### src/dmb_pkg.sv
// ----------------------------------------------------------------------------
// Density matrix block entry package
// Shared widths, operation, error and register codes, and the controller state type.
// ----------------------------------------------------------------------------
package dmb_pkg;

  localparam int LBL_W  = 16;
  localparam int CNT_W  = 13;
  localparam int AMP_W  = 32;
  localparam int MAPV_W = 13;
  localparam int ACC_W  = 64;
  localparam int SYS_W  = 2 * LBL_W + CNT_W;
  localparam int COMB_W = 2 * LBL_W;
  // Packed index: two 32-bit products, a third one and a 16-bit label.
  localparam int PK_W   = 35;

  localparam logic [2:0] OP_AMP   = 3'd0;
  localparam logic [2:0] OP_SYS   = 3'd1;
  localparam logic [2:0] OP_COMB  = 3'd2;
  localparam logic [2:0] OP_MAP   = 3'd3;
  localparam logic [2:0] OP_QUERY = 3'd4;

  localparam logic [2:0] ERR_OK     = 3'd0;
  localparam logic [2:0] ERR_TOTAL  = 3'd1;
  localparam logic [2:0] ERR_RANGE  = 3'd2;
  localparam logic [2:0] ERR_COUNT  = 3'd3;
  localparam logic [2:0] ERR_ENV    = 3'd4;
  localparam logic [2:0] ERR_ABSENT = 3'd5;

  localparam logic [2:0] REG_BLOCK_OFFSET   = 3'd0;
  localparam logic [2:0] REG_BLOCK_SIZE     = 3'd1;
  localparam logic [2:0] REG_WEIGHT_LL      = 3'd2;
  localparam logic [2:0] REG_WEIGHT_LR      = 3'd3;
  localparam logic [2:0] REG_WEIGHT_RR      = 3'd4;
  localparam logic [2:0] REG_SYSTEM_COUNT   = 3'd5;
  localparam logic [2:0] REG_COMBINED_COUNT = 3'd6;

  typedef enum logic [4:0] {
    ST_CLEAR, ST_IDLE, ST_SYS_RD, ST_SYS_WR,
    ST_Q0, ST_Q1, ST_Q2, ST_BR1, ST_BR2, ST_BC1, ST_BC2,
    ST_CI, ST_CD, ST_PR, ST_PC, ST_MR, ST_MD, ST_AD, ST_DONE
  } state_t;

endpackage

### src/dmb_mac.sv
// ----------------------------------------------------------------------------
// Saturating multiply-accumulate
// Registered signed product, then a saturating add into a 64-bit sum.
// ----------------------------------------------------------------------------
module dmb_mac
  import dmb_pkg::*;
(
  input  logic                    clk,
  input  logic                    rst_n,
  input  logic                    clr,
  input  logic                    mul_en,
  input  logic signed [AMP_W-1:0] a,
  input  logic signed [AMP_W-1:0] b,
  output logic signed [ACC_W-1:0] acc
);

  logic                    prod_v_r;
  logic signed [ACC_W-1:0] prod_r;
  logic signed [ACC_W-1:0] acc_r;
  logic signed [ACC_W-1:0] sum;
  logic                    ovf;

  assign sum = acc_r + prod_r;
  assign ovf = (acc_r[ACC_W-1] == prod_r[ACC_W-1]) && (sum[ACC_W-1] != prod_r[ACC_W-1]);
  assign acc = acc_r;

  always_ff @(posedge clk) begin
    prod_r <= ACC_W'(a) * ACC_W'(b);
    if (!rst_n || clr) begin
      prod_v_r <= 1'b0;
      acc_r    <= '0;
    end else begin
      prod_v_r <= mul_en;
      if (prod_v_r) begin
        if (ovf) begin
          acc_r <= prod_r[ACC_W-1] ? {1'b1, {(ACC_W-1){1'b0}}} : {1'b0, {(ACC_W-1){1'b1}}};
        end else begin
          acc_r <= sum;
        end
      end
    end
  end

endmodule

### config.mk
export PLATFORM = sky130hd
export DESIGN_NAME = dmb_mac
export DESIGN_NICKNAME = d
export VERILOG_FILES = /design/src/dmb_pkg.sv /design/src/dmb_mac.sv
export SDC_FILE = /design/constraint.sdc
export NUM_CORES = 2
export LEC_CHECK = 0
export ABC_AREA = 1
export BUFFER_PORTS_ARGS = -buffer_cell sky130_fd_sc_hd__buf_2
export CORE_UTILIZATION = 25
export CTS_CLUSTER_SIZE = 40
export DETAILED_ROUTE_END_ITERATION = 10
export PLACE_DENSITY = 0.4
export RECOVER_POWER = 25
export SLEW_MARGIN = 20
export SYNTH_ARGS = -nofsm -noshare
export SYNTH_HDL_FRONTEND = slang
export SYNTH_SLANG_ARGS = --single-unit
### constraint.sdc
create_clock -name clk -period 22.5 [get_ports clk]
set_input_delay 3.375 -clock clk [delete_from_list [all_inputs] [get_ports clk]]
set_output_delay 3.375 -clock clk [all_outputs]
set_load 0.005 [all_outputs]
==> results.tsv <==
metric	value	unit
violations	max-capacitance violations, max-slew violations	
use_met1	0.252	
routed_wl	168000	um
crit_path_end_kind	flip-flop	
antenna_found_initial	6	
ctsResizeCount	0	
fin_util	0.273	
coreArea	0.188	mm^2
outcome	complete, but fails checks	
clkTransAtPathRegs	70	ps
finalNetCount	7775	
dieArea	0.192	mm^2
grt_pass1_wl	261000	um
first_global_vias	42100	
die_w	438	um
grt_max_degree	66	
fmax	89.2	MHz
synth_edf_count	0	
cts-hold-fix-buffers	0	
ys_warn_count	0	
syn_nets	7800	
dr.pass1.iters	5	
min_path_type	reg -> reg	
fillCellCount	20700	
die_h	438	um
setup_tns	0	ps
reg2reg_depth	14	
grt-ovfl-total	0	
syn_inst	6402	
worstMarginPinSlew	3240	ps
rsz0062_at_grt	false	
vias	38100	
cts_tree	done	
seq_area_frac_synth	0.0542	
ys.flop_type	dfxtp_1	
use_met2	0.302	
syn_to_final_growth	8.06	%
slew_violations	98	
layout-drive-gt1-share	0.0419	
hold_viol_final	0	
regArea	0.00258	mm^2
worstSetupPathType	in -> reg	
final_common_cell	inv_1	
cp-start-kind	input pin	
cts.sinks	129	
initial_utilization	0.253	
port_buffers	131	
h-tree-depth	4	
relSlewSlack	-1.16	
period_share	0.498	
synth_seq_cells	129	
viasPerCell	4.29	
maxCapViolations	2	
antenna_left	0	
postSynth.asyncResetShare	0	
cts-buffers-inserted	17	
gp_congestion	0.902	
multiInputGateArea	0.0370	mm^2
setup_viol	0	
synth.avg_cell_area	7.44	um^2
rows	159	
layout_min_cycle_time	11210	ps
synth_cell_types	38	
clockBufferDepth	2	
insertion_delay	470	ps
synth_area	0.0476	mm^2
drt-initial-drc-count	1879	
path_max_fanout	32	
clock_skew	14.2	ps
met3_usage	0.0103	
hpwl	143000	um
final_cell_mix	inv_1 (1895), nand2_1 (1860), fa_1 (1083)	
worstPathRequired	22860	ps
cp.arrival	11560	ps
wire_per_inst	18.9	um
cts_root_buffer	clkbuf_16	
io_pins	132	
grt_usage	0.179	
post-route-drc-count	0	
cts_setup_buffers	0	
grt.busiest_layer	met2	
min_path_cells	2	
## path summary, 6_finish.rpt
kind	from	to	slack (ps)
min	acc[63]$_SDFFE_PP0P_	acc[63]$_SDFFE_PP0P_	540
min reg2reg	acc[63]$_SDFFE_PP0P_	acc[63]$_SDFFE_PP0P_	540
max	a[31]	prod_r[51]$_DFF_P_	11290
max reg2reg	acc[36]$_SDFFE_PP0P_	acc[33]$_SDFFE_PP0P_	18650
## flip-flops by register name (all words and copies together) (netlist names)
| register | cells |
|---|---|
| prod_r | 64 |
| prod_v_r | 1 |
| acc | 64 |
## cell families (layout without fill, tap and decap cells)
family                   count (synthesis)  in the layout  share of synthesized area
buffers and inverters                 2112           2099                      0.169
adder cells (fa/ha/maj)               1330           1330                      0.520
XOR/XNOR                                92             92                     0.0169
flip-flops                             129            129                     0.0542
AND/OR/NAND/NOR                       2356           2356                      0.194
other                                    0              1                          0
AO/OA/AOI/OAI                          383            383                     0.0457
## synth_stat cells, types with 2 or more instances
library cell	number	area [um^2]
nor2_1	267	1000
nand3b_1	2	15.0
buf_8	6	90.1
o21bai_1	16	120
a21boi_0	2	15.0
xnor2_1	15	131
ha_1	247	3090
nor4_1	10	62.6
o21a_1	9	67.6
fa_1	1083	21700
a21oi_1	166	831
nand4_1	31	194
clkbuf_1	204	766
a21o_1	9	67.6
a31oi_1	5	31.3
nand3_1	128	641
buf_6	3	33.8
o21ai_0	134	671
and3_1	7	43.8
buf_4	3	22.5
nand2_1	1860	6980
or2_2	7	43.8
o211ai_1	2	15.0
a21oi_2	38	333
xor2_1	77	674
nor2_2	5	31.3
inv_1	1895	7110
dfxtp_1	129	2580
nor3_1	25	125
nand2_2	9	56.3
## layer usage
layer,share of wire,wire (um)
met4,0.020,3310
met2,0.47,78900
met5,0.000071,12
met1,0.48,80900
met3,0.029,4870
## through the flow
step	cell area (um^2)	setup slack (ps)	instances	hold WS (ps)
floorplan	47600	12280	6402	491
global route	51500	10660	8885	600
finish	51500	11290	8885	535
CTS	51500	11200	8884	535
global placement	50800	10730	8853	507
detailed placement	50800	10700	8853	520
## critical path, cell delays in order
cell and delay (ps):
buf_2 590, nand2_1 190, inv_1 170, fa_1 450, fa_1 500, fa_1 780
fa_1 1060, inv_1 430, fa_1 600, inv_1 60, fa_1 520, inv_1 50
fa_1 480, inv_1 60, fa_1 450, ha_1 470, nand2_1 120, nor2_1 140
inv_1 90, nor2_1 100, inv_1 70, nor2_1 130, nand3_1 80, or2_2 300
nand3_1 90, nand2_1 50, inv_1 60, nor2_1 30
## layout make-up
cell class / count / share of cell area
flip-flops and latches: 129 / 0.0502
inverters: 1895 / 0.138
clock inverters: 12 / 0.00399
clock buffers: 19 / 0.00880
repair buffers: 173 / 0.0187
diodes: 1 / 0.0000486
multi-input cells: 4161 / 0.719
well taps: 2495 / 0.0607
Power is not shown: default switching activity piles up to over one toggle a cycle in this logic, so the estimate is an artifact.
