`src/dmb_ram.sv`:
```
// ----------------------------------------------------------------------------
// Generic RAM
// One write port and two read ports, read data registered.
// ----------------------------------------------------------------------------
module dmb_ram #(
  parameter int WIDTH = 32,
  parameter int DEPTH = 16
) (
  input  logic                                  clk,
  input  logic                                  we,
  input  logic [(DEPTH > 1 ? $clog2(DEPTH) : 1)-1:0] waddr,
  input  logic [WIDTH-1:0]                      wdata,
  input  logic [(DEPTH > 1 ? $clog2(DEPTH) : 1)-1:0] raddr_a,
  output logic [WIDTH-1:0]                      rdata_a,
  input  logic [(DEPTH > 1 ? $clog2(DEPTH) : 1)-1:0] raddr_b,
  output logic [WIDTH-1:0]                      rdata_b
);

  logic [WIDTH-1:0] mem_r [DEPTH];

  always_ff @(posedge clk) begin
    if (we) begin
      mem_r[waddr] <= wdata;
    end
    rdata_a <= mem_r[raddr_a];
    rdata_b <= mem_r[raddr_b];
  end

endmodule

```
`config.mk`:
```
export PLATFORM = sky130hd
export DESIGN_NAME = dmb_ram
export DESIGN_NICKNAME = d
export VERILOG_FILES = /design/src/dmb_ram.sv
export SDC_FILE = /design/constraint.sdc
export NUM_CORES = 1
export LEC_CHECK = 0
export BUFFER_PORTS_ARGS = -buffer_cell sky130_fd_sc_hd__buf_2
export CAP_MARGIN = 25
export CORE_MARGIN = 2
export CORE_UTILIZATION = 55
export DETAILED_ROUTE_END_ITERATION = 16
export GPL_TIMING_DRIVEN = 0
export PLACE_DENSITY = 0.68
export SYNTH_ARGS = -nofsm -noshare
export SYNTH_HDL_FRONTEND = slang
export SYNTH_SLANG_ARGS = --single-unit
```
`constraint.sdc`:
```
create_clock -name clk -period 4.23 [get_ports clk]
set_input_delay 0.6345 -clock clk [delete_from_list [all_inputs] [get_ports clk]]
set_output_delay 0.6345 -clock clk [all_outputs]
set_load 0.005 [all_outputs]
```
==> results.md, run 1 <==
- Psw: 0.002689 W
- Hold EP: mem_r[14][0]
- Clk root buf: clkbuf_16
- Post-CTS Setup Inserts: 0
- Synth Area per Inst: 21.20 µm²
- Sequential area share after synthesis: 68.86%
- Sinks on Clock Net: 576
- Power Dens Cells: 447.0 nW/µm²
- Post-synth cell types: 17
- Synth top area cells: edfxtp_1 64%, mux4_2 24%, dfxtp_1 5.3%
- Tmin final: 2063 ps
- Comb pwr share: 7.8%
- Ports: 110
- Routed WL: 63.00 mm
- Initial Util: 55.91%
- Max FO, Critical Path: 10
- Clock skew: 11.56 ps
- First-pass GRT wire length: 90.95 mm
- Ys Warns: 0
- Final Wtd Congestion: 0.7899
- Synthesis-stage register bit count: 576
- Final Hold Fails: 0
- DR iter-0 viols: 1604
- DRT Pass-1 Iters: 6
- Die width: 213.7 µm
- Worst Hold Class: input port to flip-flop
- Total grt overflow: 0
- Required time worst endpoint: 4710 ps
- Yosys top cell area share: 63.56%
- Reg power frac: 51.3%
- ANT nets after route: 0
- GRT Overall Usage: 28.72%
- Ratio of cells with drive above 1 in the final layout: 38.22%
- CORE AREA: 43270 µm²
- Kind of critical path: input port to flip-flop
- Hold Crit Start: wdata[0]
- Crit path DAT: 2540 ps
- CTS Hold Bufs: 0
- R2R depth: 3
- Most area-hungry cell type in the Yosys netlist: edfxtp_1
- Status: completed
- Peak supply drop: 0.3783 mV
- Peak Freq: 484.6 MHz
- Design area: 28010 µm²
- Hold Path Stages: 1
- Final worst setup slack: 2167 ps
- Netlist Area Pre-Place: 24190 µm²
- Clock transition at path regs: 60 ps
- Vias in the first global route: 13746
- Routed len/inst: 31.95 µm
- H-tree levels: 2
- Slew HR: 33.50%
- R2R Setup Slk: 2740 ps
- Max Buffers Root-to-Sink: 3
- Maxcap violations: 0
- Nets: 1384
- Number of remaining DRC errors: 0
- Crit end category: flip-flop
- RSZ-0062 raised after global routing: false
- Fin. max-slew vios: 0
- CTS tree: built
- Part of the power in the clock network: 40.8%
- Area growth from synthesis to layout: 15.80%
- Vert. Die Dim: 213.7 µm
- Post-CTS sizing: 0
- RR Startpoint: mem_r[8][6]
- Post-DR vias/cell: 6.704
- Reg-to-Reg End: rdata_b[6]
- DP HPWL: 40.36 mm
- Clk Latency, worst-skew pair: 600 ps
- Setup violators final: 0
- Antenna violations before repair: 6
- Die area: 45670 µm²
- Cells after synthesis: 1141
- Num CTS Buffers: 57
- P_leak: 9.182 nW
- Net Count, Synth: 1187
- Tcrit/Tclk final: 48.78%
- Sw Ratio: 21.48%
- Int Power: 0.009831 W
- Post-DP Area: 26080 µm²
- Rows: 76
- Least-Margin Pin Slew: 997.4 ps
- Port bufs: 105
- Crit start category: input port
- Detailed-route via count: 13220
- DP Worst Slack: 1440 ps
- Pin count of the biggest net entering global routing: 22
-- worst max path at each step --
stage	start	to	slack, ps	cells after the start
final	raddr_a[1]	rdata_a[8]	2170	5
after global routing	waddr[3]	mem_r[4][23]	2130	5
after CTS	raddr_b[1]	rdata_b[6]	2080	5
after detailed placement	raddr_b[1]	rdata_b[6]	1440	5
after global placement	waddr[2]	mem_r[8][24]	-2720	3
after floorplan	waddr[2]	mem_r[0][0]	420	2
-- metal layers --
layer	track usage, %	share of wire (%)	vias to the layer above
li1	-	-	5360
met1	37.65	36	6956
met2	46.95	50	755
met3	7.469	10	147
met4	10.80	3.4	2
met5	0	0.017	-
-- synth_stat cells, drive strengths merged --
cell type / instances
edfxtp: 512
nand3b: 2
nor2: 14
dfxtp: 64
and2: 2
nor2b: 4
or3b: 1
mux4: 256
buf: 47
nand2: 65
clkbuf: 39
a22oi: 128
nor3: 4
nand2b: 2
nand3: 1
-- power groups by stage --
stage	Combinational [W]	Clock [W]	Sequential, W
finish	0.000982	0.00511	0.00643
global route	0.00104	0.00538	0.00644
CTS	0.000981	0.00518	0.00643
detailed placement	0.000978	0	0.00654
global placement	0.000939	0	0.00654
floorplan	0.000549	0	0.00654
-- final cells by class --
cell class | instances | area, µm²
diodes | 3 | 7.507
plain buffers | 86 | 410.4
clock inverters | 18 | 246.5
clock buffers | 87 | 1649
well taps | 585 | 732.0
fillers | 2890 | 15260
repair buffers | 138 | 1077
multi-input cells | 479 | 7232
flip-flops and latches | 576 | 16660
-- state kept, by name, summed over array words and instances, names as in the netlist --
signal   cells
rdata_a     32
mem_r      512
rdata_b     32
-- critical path, stage by stage --
cell and delay, ps:
buf_2 270, buf_1 790, mux4_2 430, a22oi_1 290, nand2_1 110
-- cell usage in the layout (no fill, tap or decap), types with 13 or more instances in the layout --
cell | synthesis | final
edfxtp_1 | 512 | 512
mux4_2 | 256 | 256
a22oi_1 | 128 | 128
buf_2 | 16 | 121
nand2_1 | 65 | 65
dfxtp_1 | 64 | 64
clkbuf_1 | 39 | 58
clkbuf_16 | 0 | 57
buf_4 | 18 | 19
buf_6 | 0 | 15
buf_1 | 13 | 13
-- metrics by stage --
stage                     utilization [%]  power, W  TNS [ps]  hold WS [ps]  instances
after global placement              58.81  0.007481   -476380         673.3       1831
after global routing                64.74   0.01286         0         406.8       1972
final                               64.74   0.01252         0         408.1       1972
after floorplan                         -  0.007092         0         655.4       1141
after CTS                           64.66   0.01258         0         382.7       1967
after detailed placement            60.28  0.007523         0         679.6       1862
-- kinds of logic after synthesis --
group	Yosys count	synth area share [%]
AOI/OAI and AO/OA	128	3.973
buffers and inverters	86	1.697
DFF	576	68.86
muxes	256	23.84
and+or+nand+nor	95	1.635
Power figures use the tool's default switching activity.
==> run 2, diff against run 1 <==
==> constraint.sdc (replaced) <==
create_clock -name clk -period 2 [get_ports clk]
set_input_delay 0.3 -clock clk [delete_from_list [all_inputs] [get_ports clk]]
set_output_delay 0.3 -clock clk [all_outputs]
set_load 0.005 [all_outputs]
==> results.md, run 2 (synthesized netlist as in run 1, its figures left out) <==
- Placed Cells incl. Taps: 1854 (-0.43%)
- P_leak: 9.112 nW (-0.77%)
- R2R depth: 3 (unchanged)
- Tmin final: 1725 ps
- Comb pwr share: 8.1% (+0.3 points)
- Status: completed
- Top flop regs: mem_r: 512 flops, rdata_a: 32 flops, rdata_b: 32 flops
- Least-Margin Pin Slew: 1041 ps (+43.38 ps)
- Rows: 76 (unchanged)
- Reg power frac: 52.6% (+1.3 points)
- Total grt overflow: 0 (unchanged)
- Initial Util: 55.91% (unchanged)
- ANT nets after route: 0 (unchanged)
- Die width: 213.7 µm (unchanged)
- RSZ-0062 raised after global routing: false
- CORE AREA: 43270 µm² (unchanged)
- Tcrit/Tclk final: 86.26%
- Fin. max-slew vios: 0 (unchanged)
- Max Buffers Root-to-Sink: 3 (unchanged)
- DP HPWL: 39.54 mm (-2.0%)
- Max FFs per register: 512 (unchanged)
- Clk Latency, worst-skew pair: 610 ps (about the same)
- Port bufs: 105 (unchanged)
- Sinks on Clock Net: 576 (unchanged)
- Area growth from synthesis to layout: 15.28%
- GRT Overall Usage: 28.85% (+0.13 points)
- Routed WL: 63.52 mm (+0.82%)
- Antenna violations before repair: 4 (-2)
- Crit path DAT: 2180 ps (-360 ps)
- DP Worst Slack: -349.2 ps (-1789 ps)
- Post-DP Area: 26090 µm² (about the same)
- Final Hold Fails: 0 (unchanged)
- Slew HR: 30.61% (-2.9 points)
- Clock skew: 16.41 ps (+4.844 ps)
- Power Dens Cells: 925.8 nW/µm² (+110%)
- Post-CTS Setup Inserts: 0 (unchanged)
- Die area: 45670 µm² (unchanged)
- Kind of critical path: input port to flip-flop
- Routed len/inst: 32.32 µm (+1.2%)
- Ports: 110 (unchanged)
- Crit start category: input port
- Part of the power in the clock network: 39.3% (-1.5 points)
- Commonest non-fill, non-tap cells in the layout: 512 x edfxtp_1, 256 x mux4_2, 128 x a22oi_1, 121 x buf_2, 65 x nand2_1
- Most common cell after layout, fill and taps aside: edfxtp_1
- CTS tree: built
- Vias in the first global route: 13715 (-0.23%)
- Maxcap violations: 0 (unchanged)
- Final Wtd Congestion: 0.7501 (-5.0%)
- Ratio of cells with drive above 1 in the final layout: 37.55% (-0.68 points)
- Post-CTS sizing: 0 (unchanged)
- Design area: 27880 µm² (-0.46%)
- Max FO, Critical Path: 10 (unchanged)
- Util after Layout: 64.44% (-0.29 points)
- DRT Pass-1 Iters: 6 (unchanged)
- Num CTS Buffers: 57 (unchanged)
- H-tree levels: 2 (unchanged)
- Worst Hold Class: input port to flip-flop
- Psw: 0.005664 W (+110%)
- Biggest register: mem_r
- Fillers: 2916 (+0.90%)
- Post-DR vias/cell: 6.766 (+0.93%)
- Number of remaining DRC errors: 0 (unchanged)
- Setup violators final: 0 (unchanged)
- Final worst setup slack: 274.8 ps (-1892 ps)
- Pin count of the biggest net entering global routing: 21 (-4.5%)
- Crit end category: flip-flop
- Detailed-route via count: 13296 (+0.57%)
- Clock transition at path regs: 60 ps (about the same)
- Peak Freq: 579.6 MHz
- DR iter-0 viols: 1674 (+4.4%)
- Hold Path Stages: 1 (unchanged)
- First-pass GRT wire length: 90.65 mm (-0.33%)
- Int Power: 0.02015 W (+100%)
- Peak supply drop: 0.6770 mV (+79%)
- Nets: 1375 (-0.65%)
- CTS Hold Bufs: 0 (unchanged)
- Sw Ratio: 21.94% (+0.46 points)
- Vert. Die Dim: 213.7 µm (unchanged)
- Required time worst endpoint: 2460 ps (-2250 ps)
- Final std cells w/o fill: 1965 (-0.35%)
- Design Power: 0.02582 W (+110%)
- Clk root buf: clkbuf_16
run 2: power groups by stage:
stage	sequential, W	combinational (W)	clock [W]
after detailed placement	0.0138	0.00207	0
after CTS	0.0136	0.00208	0.0103
after global placement	0.0138	0.00200	0
after floorplan	0.0138	0.00116	0
final	0.0136	0.00208	0.0101
after global routing	0.0136	0.00221	0.0107
run 2: worst paths after layout:
kind,startpoint,endpoint,slack [ps]
setup / recovery,raddr_b[1],rdata_b[30],270
hold / removal,wdata[10],mem_r[5][10],60
setup reg to reg,mem_r[3][19],rdata_a[19],530
hold reg to reg,mem_r[14][24],rdata_b[24],700
run 2: layout make-up:
| cell class | count | area (µm²) | share of cell area, % |
|---|---|---|---|
| Antenna cell | 3 | 7.507 | 0.02692 |
| Sequential cell | 576 | 16660 | 59.74 |
| Multi-Input combinational cell | 479 | 7259 | 26.04 |
| Tap cell | 585 | 732.0 | 2.625 |
| Clock inverter | 13 | 68.82 | 0.2468 |
| Timing Repair Buffer | 129 | 1044 | 3.742 |
| Buffer | 86 | 410.4 | 1.472 |
| Clock buffer | 94 | 1705 | 6.116 |
run 2: critical path: stages:
cell      delay, ps
clkbuf_1        640
buf_2           530
mux4_2          370
a22oi_1         170
nand2_1         170
run 2: metrics by stage:
stage	setup TNS (ps)	hold slack (ps)
final	0	61.63
after CTS	0	29.33
after floorplan	-103100	398.9
after global routing	0	58.74
after detailed placement	-46490	675.7
after global placement	-997950	670.1
run 2: layer usage:
layer	wire, µm	part of all wire (%)	vias to the layer above	global-route usage (%)
met3	5937	9.3	146	5.580
met4	2383	3.8	2	12.43
li1	-	-	5350	-
met1	23580	37	7021	39.02
met2	31600	50	777	46.66
met5	14	0.022	-	0
